<file path="config.mk">
export PLATFORM = sky130hd
export DESIGN_NAME = wfms_isqrt
export DESIGN_NICKNAME = d
export VERILOG_FILES = /design/src/rtl/wfms_isqrt.sv
export SDC_FILE = /design/constraint.sdc
export NUM_CORES = 1
export LEC_CHECK = 0
export BUFFER_PORTS_ARGS = -buffer_cell sky130_fd_sc_hd__buf_4
export CAP_MARGIN = 15
export CORE_ASPECT_RATIO = 1.2
export CORE_UTILIZATION = 35
export DETAILED_ROUTE_END_ITERATION = 10
export HOLD_SLACK_MARGIN = 0.06
export PLACE_DENSITY = 0.55
export SLEW_MARGIN = 20
export SYNTH_ARGS = -nofsm -noshare
export SYNTH_HDL_FRONTEND = slang
export SYNTH_SLANG_ARGS = --single-unit
</file>
<file path="constraint.sdc">
create_clock -name clock -period 6.45 [get_ports clock]
set_input_delay 0.3225 -clock clock [delete_from_list [all_inputs] [get_ports clock]]
set_output_delay 0.3225 -clock clock [all_outputs]
set_load 0.01 [all_outputs]
</file>
<file path="src/rtl/wfms_isqrt.sv">
// ----------------------------------------------------------------------------
// wfms_isqrt
// Iterative floor square root of a 64-bit value, one result bit per cycle.
// ----------------------------------------------------------------------------
module wfms_isqrt (
   input  logic        clock,
   input  logic        reset,
   input  logic        start,
   input  logic [63:0] value,
   output logic        done,
   output logic [31:0] root
);

   logic [63:0] rem_ff, rem_in;
   logic [63:0] res_ff, res_in;
   logic [63:0] bit_ff, bit_in;
   logic [4:0]  step_ff, step_in;
   logic        busy_ff, busy_in;
   logic        done_ff, done_in;
   logic [63:0] trial;

   // one digit per cycle
   always_comb begin
      trial   = res_ff + bit_ff;
      rem_in  = rem_ff;
      res_in  = res_ff;
      bit_in  = bit_ff;
      step_in = step_ff;
      busy_in = busy_ff;
      done_in = 1'b0;
      if (start) begin
         rem_in  = value;
         res_in  = '0;
         bit_in  = 64'd1 << 62;
         step_in = '0;
         busy_in = 1'b1;
      end else if (busy_ff) begin
         if (rem_ff >= trial) begin
            rem_in = rem_ff - trial;
            res_in = (res_ff >> 1) + bit_ff;
         end else begin
            res_in = res_ff >> 1;
         end
         bit_in  = bit_ff >> 2;
         step_in = step_ff + 5'd1;
         if (step_ff == 5'd31) begin
            busy_in = 1'b0;
            done_in = 1'b1;
         end
      end
   end

   // control state
   always_ff @(posedge clock) begin
      if (reset) begin
         busy_ff <= 1'b0;
         done_ff <= 1'b0;
      end else begin
         busy_ff <= busy_in;
         done_ff <= done_in;
      end
   end

   // datapath
   always_ff @(posedge clock) begin
      rem_ff  <= rem_in;
      res_ff  <= res_in;
      bit_ff  <= bit_in;
      step_ff <= step_in;
   end

   assign done = done_ff;
   assign root = res_ff[31:0];

endmodule

</file>
==> flow_metrics.tcl, run 1 <==
set metrics [dict create \
    place_inst 2492 \
    critPathLaunchType "flop" \
    vias_per_cell 5.721 \
    coreArea_mm2 0.04310 \
    drc_errors 0 \
    period_share_pct 96.10 \
    ioPinCount 100 \
    cap_violations 0 \
    io_buffers 99 \
    grt_pass1_vias 13721 \
    grt_max_degree 87 \
    ys.flop_type "dfxtp_1" \
    status "complete, no violations" \
    required_ns 6.61 \
    yosysWarningCount 0 \
    clk_latency_ns 0.48 \
    ff_latch_area_mm2 0.003988 \
    final-max-slew-violation-count 0 \
    multi_input_area_mm2 0.01062 \
    synth_top_cell_by_area "dfxtp_1" \
    rsz0062_at_grt "false" \
    finalSetupTns_ns 0 \
    hold_viol 0 \
    place.gp.congestion 0.9179 \
    drive_gt1_share_pct 10.04 \
    fin_nets 2160 \
    peakVddDrop_uv 195.4 \
    die_y_um 232.0 \
    cts.clk_slew.worst_paths_ns 0.07 \
    layout_commonest_cell "nor2_1" \
    drtIter0Drc 845 \
    routed_wl_mm 46.72 \
    std_cell_rows 83 \
    synth_edf_count 64 \
    endpoint_kind "flop" \
    synthTopCellsByArea "dfxtp_1, edfxtp_1, ha_1" \
    die_x_um 193.7 \
    grt_overflow 0 \
    tightestPinTransition_ns 0.9155 \
    synthArstFlopShare_pct 0 \
    ys_seq_elements 167 \
    postRouteAntennaNets 0 \
    clk_path_buf_depth 2 \
    power.leakage_nw 6.366 \
    synth.distinct_cells 88 \
    antenna_found_initial 0 \
    final_cells 2525 \
    cts.sinks 167 \
    detail_route.wl_per_cell_um 18.50 \
    fin_skew_ns 0.01708 \
    netlist_area_mm2 0.01543 \
    hp-class "input pin to flop" \
    relSlewSlack_pct 38.97 \
    finalCriticalPeriod_ns 6.199 \
    grt_pass1_wl_mm 74.66 \
    cts_setup_buffers 0 \
    fmax_mhz 161.3 \
    dp_hpwl_mm 35.92 \
    crit_path_max_fanout 64 \
    avgSynthCellArea_um2 7.854 \
    worstPathArrival_ns 6.36 \
    grt_usage_pct 20.77 \
    cts_root_buffer "clkbuf_16" \
    fill_cells 4423 \
    cts_buffers 17 \
    route.vias.total 14446 \
    p_per_area_mw_per_mm2 394.5 \
    final_cell_mix "nor2_1, nand2_1, o21ai_0, ha_1, a21oi_1" \
    htreeDepth 4 \
    num_antenna_cells 0 \
    syn-num-nets 2165 \
    die-area_mm2 0.04494 \
    synth_top_cell_area_share_pct 13.36 \
    ys_seq_area_share_pct 25.81 \
    setup_viol_count_final 0 \
    syn_inst 1965 \
    setup.worst_path.class "flop to flop" \
    start_util_pct 35.81 \
    syn_to_final_growth_pct 9.989 \
    first_pass_iters 5 \
    cts_tree "yes" \
]
## synthesized netlist by cell type (all sizes together) (5+ instances only)
master and count:
o31ai 21, ha 132, mux2i 50, o21ai 190, o31a 5, or3 27, a31o 15, o211ai 16
and3 12, a211oi 31, and2 16, a21oi 132, nor2b 14, nand3 35, nand4 41, xor2 69
a21o 37, o21bai 24, nand2b 13, and4 5, a221oi 10, o21a 12, a311oi 24, xnor2 75
nor3 34, buf 60, a41oi 6, nand2 210, edfxtp 64, inv 45, a31oi 69, nor2 213
nor4 9, dfxtp 103, clkbuf 79, a21boi 5, a211o 6
## registers in the layout, indices dropped and copies added, names as in the netlist
signal,cells
step_ff,5
done,1
bit_ff,32
res_ff,64
rem_ff,64
busy_ff,1
## final cells by class
| class | count | area share, % |
|---|---|---|
| multi-input cells | 1614 | 62.55 |
| clock inverters | 12 | 0.8035 |
| clock buffers | 20 | 2.750 |
| repair buffers | 115 | 5.344 |
| inverters | 45 | 0.9951 |
| flip-flops and latches | 167 | 23.49 |
| well taps | 552 | 4.069 |
## routing by layer
metal,share of wire (%),wire length [um],vias to the layer above,GRT usage (%)
met5,0,0,-,0
li1,-,-,7243,-
met2,46,21630,316,34.10
met3,3.5,1646,48,2.367
met4,1.8,846,0,6.625
met1,48,22600,6839,28.33
## kinds of logic (layout without fill, tap and decap cells)
group	Yosys count	after routing	share of synthesized area, %
flops	167	167	25.81
compound gates	644	644	27.33
simple gates	640	640	18.92
xor+xnor	144	144	8.173
fa+ha+maj	133	133	10.83
buf+inv	184	192	5.465
mux	53	53	3.462
## worst paths after layout
kind	startpoint	end	slack (ns)	cells after the start
worst min register to register	step_ff[4]	step_ff[4]	0.52	2
worst max register to register	res_ff[2]	rem_ff[2]	0.25	20
worst min-delay path	value[8]	rem_ff[8]	0.12	3
worst max-delay path	res_ff[2]	rem_ff[2]	0.25	20
## critical path: stages (launching register included)
cell and delay (ns):
dfxtp_1 0.45, ha_1 0.32, a31o_1 0.27, or3_1 0.35, a31oi_1 0.57, o31ai_4 0.19, a21oi_1 0.25, o31a_2 0.22
nor2_1 0.08, a311oi_1 0.36, xnor2_1 0.21, ha_1 0.39, a21o_1 0.21, o21bai_1 0.18, a21oi_1 0.25, o311ai_0 0.19
nor4_1 0.32, a22o_4 0.39, nand2b_1 0.25, nand2b_2 0.10, buf_12 0.18
## what timing repair did
action | 4_1_cts | 5_1_grt
hold endpoints to repair | 2 | 0
hold buffers | 1 | 0
gates resized for setup | 0 | 0
## stage by stage
step	util (%)	area, um2	hold slack, ns	setup slack (ns)	power (mW)
CTS	39.38	16970	0.1008	0.4297	6.696
floorplan	-	15430	0.3949	0.3783	4.572
global placement	37.96	16360	0.4854	0.5273	5.560
detailed placement	37.96	16360	0.4903	0.4828	5.565
global route	39.38	16970	0.1201	0.05097	7.208
finish	39.38	16970	0.1229	0.2512	6.696
## report_power, final
| part | total [mW] | internal (mW) | switching (mW) |
|---|---|---|---|
| Combinational | 3.92 | 1.51 | 2.41 |
| Sequential | 1.68 | 1.45 | 0.229 |
| Clock | 1.09 | 0.607 | 0.487 |
No activity file was read; power rests on OpenSTA's default activity.
==> run 2, diff against run 1 <==
--- a/config.mk
+++ b/config.mk
@@ -7,11 +7,13 @@
 export LEC_CHECK = 0
 export BUFFER_PORTS_ARGS = -buffer_cell sky130_fd_sc_hd__buf_4
 export CAP_MARGIN = 15
+export CELL_PAD_IN_SITES_DETAIL_PLACEMENT = 1
+export CELL_PAD_IN_SITES_GLOBAL_PLACEMENT = 1
 export CORE_ASPECT_RATIO = 1.2
 export CORE_UTILIZATION = 35
 export DETAILED_ROUTE_END_ITERATION = 10
 export HOLD_SLACK_MARGIN = 0.06
-export PLACE_DENSITY = 0.55
+export PLACE_DENSITY = 0.69
 export SLEW_MARGIN = 20
 export SYNTH_ARGS = -nofsm -noshare
 export SYNTH_HDL_FRONTEND = slang
==> run 2 against run 1 <==
Compared with the run above: largest power group unchanged; sequential cell count did not move; critical endpoint is now rem_ff[1]; non-clock buffer count is 7 higher; sequential power about the same; highest routed layer unchanged; largest cell class unchanged; total power up 1.3%.
==> flow_metrics.tcl, run 2 (synthesis results as in run 1) <==
set metrics [dict create \
    clk_latency_ns 0.47 \
    rsz0062_at_grt "false" \
    worstPathArrival_ns 6.30 \
    tightestPinTransition_ns 1.059 \
    grt_pass1_vias 15037 \
    critPathLaunchType "flop" \
    pre_cts_slack_ns 0.2672 \
    drive_gt1_share_pct 10.16 \
    cts.sinks 167 \
    setup.worst_path.class "flop to flop" \
    cts_tree "yes" \
    final-max-slew-violation-count 0 \
    power.leakage_nw 6.388 \
    coreArea_mm2 0.04310 \
    route.vias.total 14612 \
    relSlewSlack_pct 29.40 \
    status "complete, no violations" \
    start_util_pct 35.81 \
    place.gp.congestion 0.9395 \
    drtIter0Drc 670 \
    routed_wl_mm 49.46 \
    ioPinCount 100 \
    std_cell_rows 83 \
    cts_buffers 17 \
    die_y_um 232.0 \
    postRouteAntennaNets 0 \
    antenna_found_initial 0 \
    io_buffers 99 \
    detail_route.wl_per_cell_um 19.55 \
    crit_path_max_fanout 64 \
    fmax_mhz 162.6 \
    peakVddDrop_uv 203.3 \
    setup_viol_count_final 0 \
    endpoint_kind "flop" \
    required_ns 6.59 \
    finalCriticalPeriod_ns 6.151 \
    first_pass_iters 5 \
    cts_root_buffer "clkbuf_16" \
    htreeDepth 4 \
    period_share_pct 95.36 \
    grt_max_degree 85 \
    final_cell_mix "nor2_1, nand2_1, o21ai_0, ha_1, a21oi_1" \
    layout_commonest_cell "nor2_1" \
    setup_slack_ns 0.2990 \
    grt_overflow 0 \
    vias_per_cell 5.775 \
    syn_to_final_growth_pct 10.30 \
    finalSetupTns_ns 0 \
    cts.clk_slew.worst_paths_ns 0.07 \
    grt_usage_pct 22.22 \
    reg_top3 "rem_ff x64, res_ff x64, bit_ff x32" \
    fin_nets 2167 \
    hp-class "input pin to flop" \
    p_per_area_mw_per_mm2 398.4 \
    die_x_um 193.7 \
    die-area_mm2 0.04494 \
    dp_hpwl_mm 38.31 \
    grt_pass1_wl_mm 80.10 \
    num_antenna_cells 0 \
    fin_skew_ns 0.01255 \
    cap_violations 0 \
    drc_errors 0 \
    hold_viol 0 \
    clk_path_buf_depth 2 \
]
## run 2: per-layer routing
| metal | vias to the layer above | GRT usage [%] | part of all wire, % |
|---|---|---|---|
| met5 | - | 0 | 0 |
| met4 | 0 | 8.050 | 2.6 |
| met3 | 71 | 3.268 | 3.4 |
| met2 | 215 | 36.59 | 46 |
| met1 | 7094 | 29.41 | 48 |
| li1 | 7232 | - | - |
## run 2: power by group
| part | internal [mW] | leakage (nW) | switching (mW) |
|---|---|---|---|
| clock network | 0.603 | 0.290 | 0.471 |
| logic | 1.55 | 4.61 | 2.48 |
| registers | 1.45 | 1.49 | 0.229 |
| total | 3.60 | 6.39 | 3.18 |
## run 2: timing repair
item                       in CTS  in global routing
setup buffers                   0                  0
setup endpoints to repair       0                 69
hold buffers                    1                  0
gates resized for setup         0                  1
hold endpoints to repair        2                  0
## run 2: final cells by class
| cell class | count | area (um2) |
|---|---|---|
| Inverter | 45 | 168.9 |
| Timing Repair Buffer | 122 | 959.7 |
| Multi-Input combinational cell | 1614 | 10620 |
| Clock inverter | 4 | 27.53 |
| Sequential cell | 167 | 3988 |
| Tap cell | 552 | 690.7 |
| Clock buffer | 26 | 564.3 |
| Fill cell | 5202 | 26080 |
## run 2: stage by stage
stage / std cells / hold WS (ns) / total power [mW] / cell area, um2 / utilization, %
6_report: 2530 / 0.1310 / 6.781 / 17020 / 39.49
5_1_grt: 2530 / 0.1341 / 7.316 / 17020 / 39.49
4_1_cts: 2530 / 0.1148 / 6.793 / 17020 / 39.48
3_5_place_dp: 2499 / 0.4888 / 5.675 / 16410 / 38.08
3_3_place_gp: 2499 / 0.4818 / 5.582 / 16410 / 38.08
2_1_floorplan: 1965 / 0.3949 / 4.572 / 15430 / -
## run 2: critical path: stages (launching register included)
cell,delay [ns]
dfxtp_1,0.46
ha_1,0.32
a31o_1,0.26
or3_1,0.36
a31oi_2,0.43
o31ai_4,0.16
a21oi_1,0.26
o31a_2,0.22
nor2_1,0.08
a311oi_1,0.38
xnor2_1,0.24
ha_1,0.40
a21o_1,0.22
o21bai_1,0.20
a21oi_1,0.30
o311ai_0,0.21
nor4_1,0.26
a22o_4,0.40
nand2b_1,0.24
nand2b_2,0.10
buf_12,0.18
## run 2: final timing paths
check,start,to,slack (ns),cells after the start
max,res_ff[2],rem_ff[1],0.30,20
min,value[22],rem_ff[22],0.13,3
max reg2reg,res_ff[2],rem_ff[1],0.30,20
min reg2reg,step_ff[4],step_ff[4],0.51,2
==> run 3, diff against run 2 <==
--- a/config.mk
+++ b/config.mk
@@ -5,6 +5,7 @@
 export SDC_FILE = /design/constraint.sdc
 export NUM_CORES = 1
 export LEC_CHECK = 0
+export ABC_AREA = 1
 export BUFFER_PORTS_ARGS = -buffer_cell sky130_fd_sc_hd__buf_4
 export CAP_MARGIN = 15
 export CELL_PAD_IN_SITES_DETAIL_PLACEMENT = 1
@@ -13,7 +14,7 @@
 export CORE_UTILIZATION = 35
 export DETAILED_ROUTE_END_ITERATION = 10
 export HOLD_SLACK_MARGIN = 0.06
-export PLACE_DENSITY = 0.69
+export PLACE_DENSITY = 0.73
 export SLEW_MARGIN = 20
 export SYNTH_ARGS = -nofsm -noshare
 export SYNTH_HDL_FRONTEND = slang
==> run 3 against run 2 <==
Compared with the run above: register-to-register slack gained 0.57 ns; total power rose by 41%; non-clock buffer count rose by 7; largest cell class unchanged; via count up 60%; maximum frequency is 10% higher; routed wire length increased by 78%; sequential cell count unchanged.
==> flow_metrics.tcl, run 3 <==
set metrics [dict create \
    status "complete, no violations" \
    detail_route.wl_per_cell_um 20.14 \
    drc_errors 0 \
    synth_top_cell_area_share_pct 22.57 \
    finalCriticalPeriod_ns 5.583 \
    ys_seq_elements 167 \
    drive_gt1_share_pct 5.658 \
    grt_pass1_vias 24023 \
    place.gp.congestion 0.9794 \
    crit_path_max_fanout 25 \
    clk_path_buf_depth 2 \
    reg_top3 "rem_ff x64, res_ff x64, bit_ff x32" \
    fill_cells 7990 \
    yosysMostFrequentCell "nand2_1" \
    peakVddDrop_uv 206.8 \
    synthArstFlopShare_pct 0 \
    std_cell_rows 96 \
    ys.flop_type "dfxtp_1" \
    grt_pass1_wl_mm 134.4 \
    hold_viol 0 \
    cts_buffers 17 \
    cts_root_buffer "clkbuf_16" \
    setup.worst_path.class "flop to flop" \
    avgSynthCellArea_um2 5.640 \
    first_pass_iters 5 \
    placed_area_mm2 0.02146 \
    syn_to_final_growth_pct 9.119 \
    synth.distinct_cells 47 \
    final_cell_mix "nand2_1, inv_1, nor2_1, nand3_1, a21oi_1" \
    r2r_start "res_ff[26]" \
    finish.instance_area_mm2 0.02216 \
    required_ns 6.62 \
    cts.sinks 167 \
    hp-class "input pin to flop" \
    synth_top_cell_by_area "nand2_1" \
    layout_commonest_cell "nand2_1" \
    p_per_area_mw_per_mm2 431.5 \
    clk_latency_ns 0.52 \
    cts.clk_slew.worst_paths_ns 0.08 \
    rr_worst_depth 19 \
    combPwrFrac_pct 67.9 \
    cts_tree "yes" \
    tightestPinTransition_ns 0.9943 \
    die-area_mm2 0.05899 \
    synthTopCellsByArea "nand2_1, dfxtp_1, edfxtp_1" \
    final-max-slew-violation-count 0 \
    p_clk_share_pct 11.8 \
    fin_skew_ns 0.01917 \
    antenna_found_initial 0 \
    internal_power_mw 4.208 \
    start_util_pct 35.44 \
    htreeDepth 4 \
    vias_per_cell 5.341 \
    io_buffers 99 \
    finalSetupTns_ns 0 \
    route.vias.total 23371 \
    critPathLaunchType "flop" \
    utilization_pct 38.67 \
    fin_nets 3828 \
    die_x_um 221.9 \
    endpoint_kind "flop" \
    postRouteAntennaNets 0 \
    die_y_um 265.9 \
    ioPinCount 100 \
    hold_buffers 10 \
    routed_wl_mm 88.15 \
    syn-num-nets 3800 \
    syn_inst 3600 \
    grt_max_degree 78 \
    worstPathArrival_ns 5.76 \
    netlist_area_mm2 0.02031 \
    setup_viol_count_final 0 \
    crit_start "res_ff[26]" \
    fmax_mhz 179.1 \
    holdWs_ns 0.08329 \
    cts_setup_buffers 0 \
    dp_hpwl_mm 72.35 \
    yosysWarningCount 0 \
    ctsResizeCount 0 \
    power.leakage_nw 10.09 \
    rrSetupSlack_ns 0.87 \
    crit_path_end "rem_ff[11]" \
    period_share_pct 86.56 \
    num_antenna_cells 0 \
    drtIter0Drc 1309 \
    rsz0062_at_grt "false" \
    grt_overflow 0 \
    ys_seq_area_share_pct 19.62 \
    p_sw_share_pct 55.99 \
    r2r_end "rem_ff[11]" \
    relSlewSlack_pct 33.01 \
    cap_violations 0 \
    synth_common_cells "nand2_1, inv_1, nor2_1" \
    synth_edf_count 64 \
    seqPwrFrac_pct 20.3 \
    coreArea_mm2 0.05730 \
    grt_usage_pct 29.96 \
    netSwitchingPower_mw 5.354 \
]
-- run 3: cell count changes in the layout (fill, tap and decap cells not counted), moves of 27 or more --
cell	previous run	this run
nor2_1	212	439
inv_1	45	489
a31oi_1	67	12
nand3_1	35	301
a21oi_1	131	219
a21o_1	37	10
mux2i_1	50	0
nand2_1	210	1220
nand3b_1	1	37
-- run 3: power groups by stage --
| stage | Clock (mW) | Combinational (mW) | Sequential (mW) |
|---|---|---|---|
| 3_3_place_gp | 0 | 6.27 | 1.94 |
| 3_5_place_dp | 0 | 6.37 | 1.94 |
| 4_1_cts | 1.16 | 6.43 | 1.92 |
| 6_report | 1.13 | 6.49 | 1.94 |
| 5_1_grt | 1.19 | 7.17 | 1.97 |
| 2_1_floorplan | 0 | 4.67 | 1.72 |
-- run 3: critical path, cell delays in order, from the launching register on --
cell and delay, ns:
dfxtp_1 0.62, ha_1 0.29, nand2_1 0.14, o21ai_0 0.41
nand2_1 0.11, o21ai_0 0.35, o21bai_1 0.17, a21oi_1 0.10
o21ai_0 0.36, xnor2_1 0.15, ha_1 0.38, nand2_1 0.13
nor2_1 0.19, nand2_1 0.14, nor2_1 0.21, a21oi_4 0.09
nand2_2 0.08, nand2_2 0.22, nand2_2 0.61, buf_4 0.46
-- run 3: metal layers --
metal | share of wire, % | up-vias | GRT usage, %
li1 | - | 11521 | -
met1 | 42 | 11026 | 35.75
met2 | 48 | 610 | 51.89
met3 | 3.6 | 214 | 3.077
met4 | 6.4 | 0 | 18.15
met5 | 0 | - | 0
-- run 3: final cells by class --
cell class	instances	area, um2	area share [%]
Sequential cell	167	3988	18.00
Timing Repair Buffer	129	993.5	4.484
Clock buffer	18	439.2	1.982
Multi-Input combinational cell	2814	13790	62.23
Clock inverter	14	155.1	0.7002
Inverter	499	1873	8.453
Tap cell	735	919.6	4.150
-- run 3: worst min path at each step --
stage	from	endpoint	slack, ns	cells after the start
2_1_floorplan	reset	busy_ff	0.39	1
3_3_place_gp	reset	busy_ff	0.48	2
3_5_place_dp	reset	busy_ff	0.49	2
4_1_cts	value[42]	rem_ff[42]	0.06	3
5_1_grt	value[3]	rem_ff[3]	0.09	3
6_report	value[49]	rem_ff[49]	0.08	3
-- run 3: kinds of logic (layout without fill, tap and decap cells) --
logic type / after synthesis / after routing / synth area share (%)
xor gates and xnor gates: 98 / 98 / 4.227
AOI/OAI and AO/OA: 469 / 469 / 12.48
DFF: 167 / 167 / 19.62
and+or+nand+nor: 2114 / 2114 / 42.92
buffers and inverters: 619 / 660 / 12.52
adders and majority gates: 133 / 133 / 8.232
-- run 3: per-stage QoR --
stage               std cells  power (mW)  setup WS, ns
finish                   4376       9.562        0.8669
global route             4376       10.33        0.4557
CTS                      4376       9.503        0.9426
detailed placement       4334       8.316        0.9977
global placement         4334       8.201         1.063
floorplan                3600       6.386         1.487
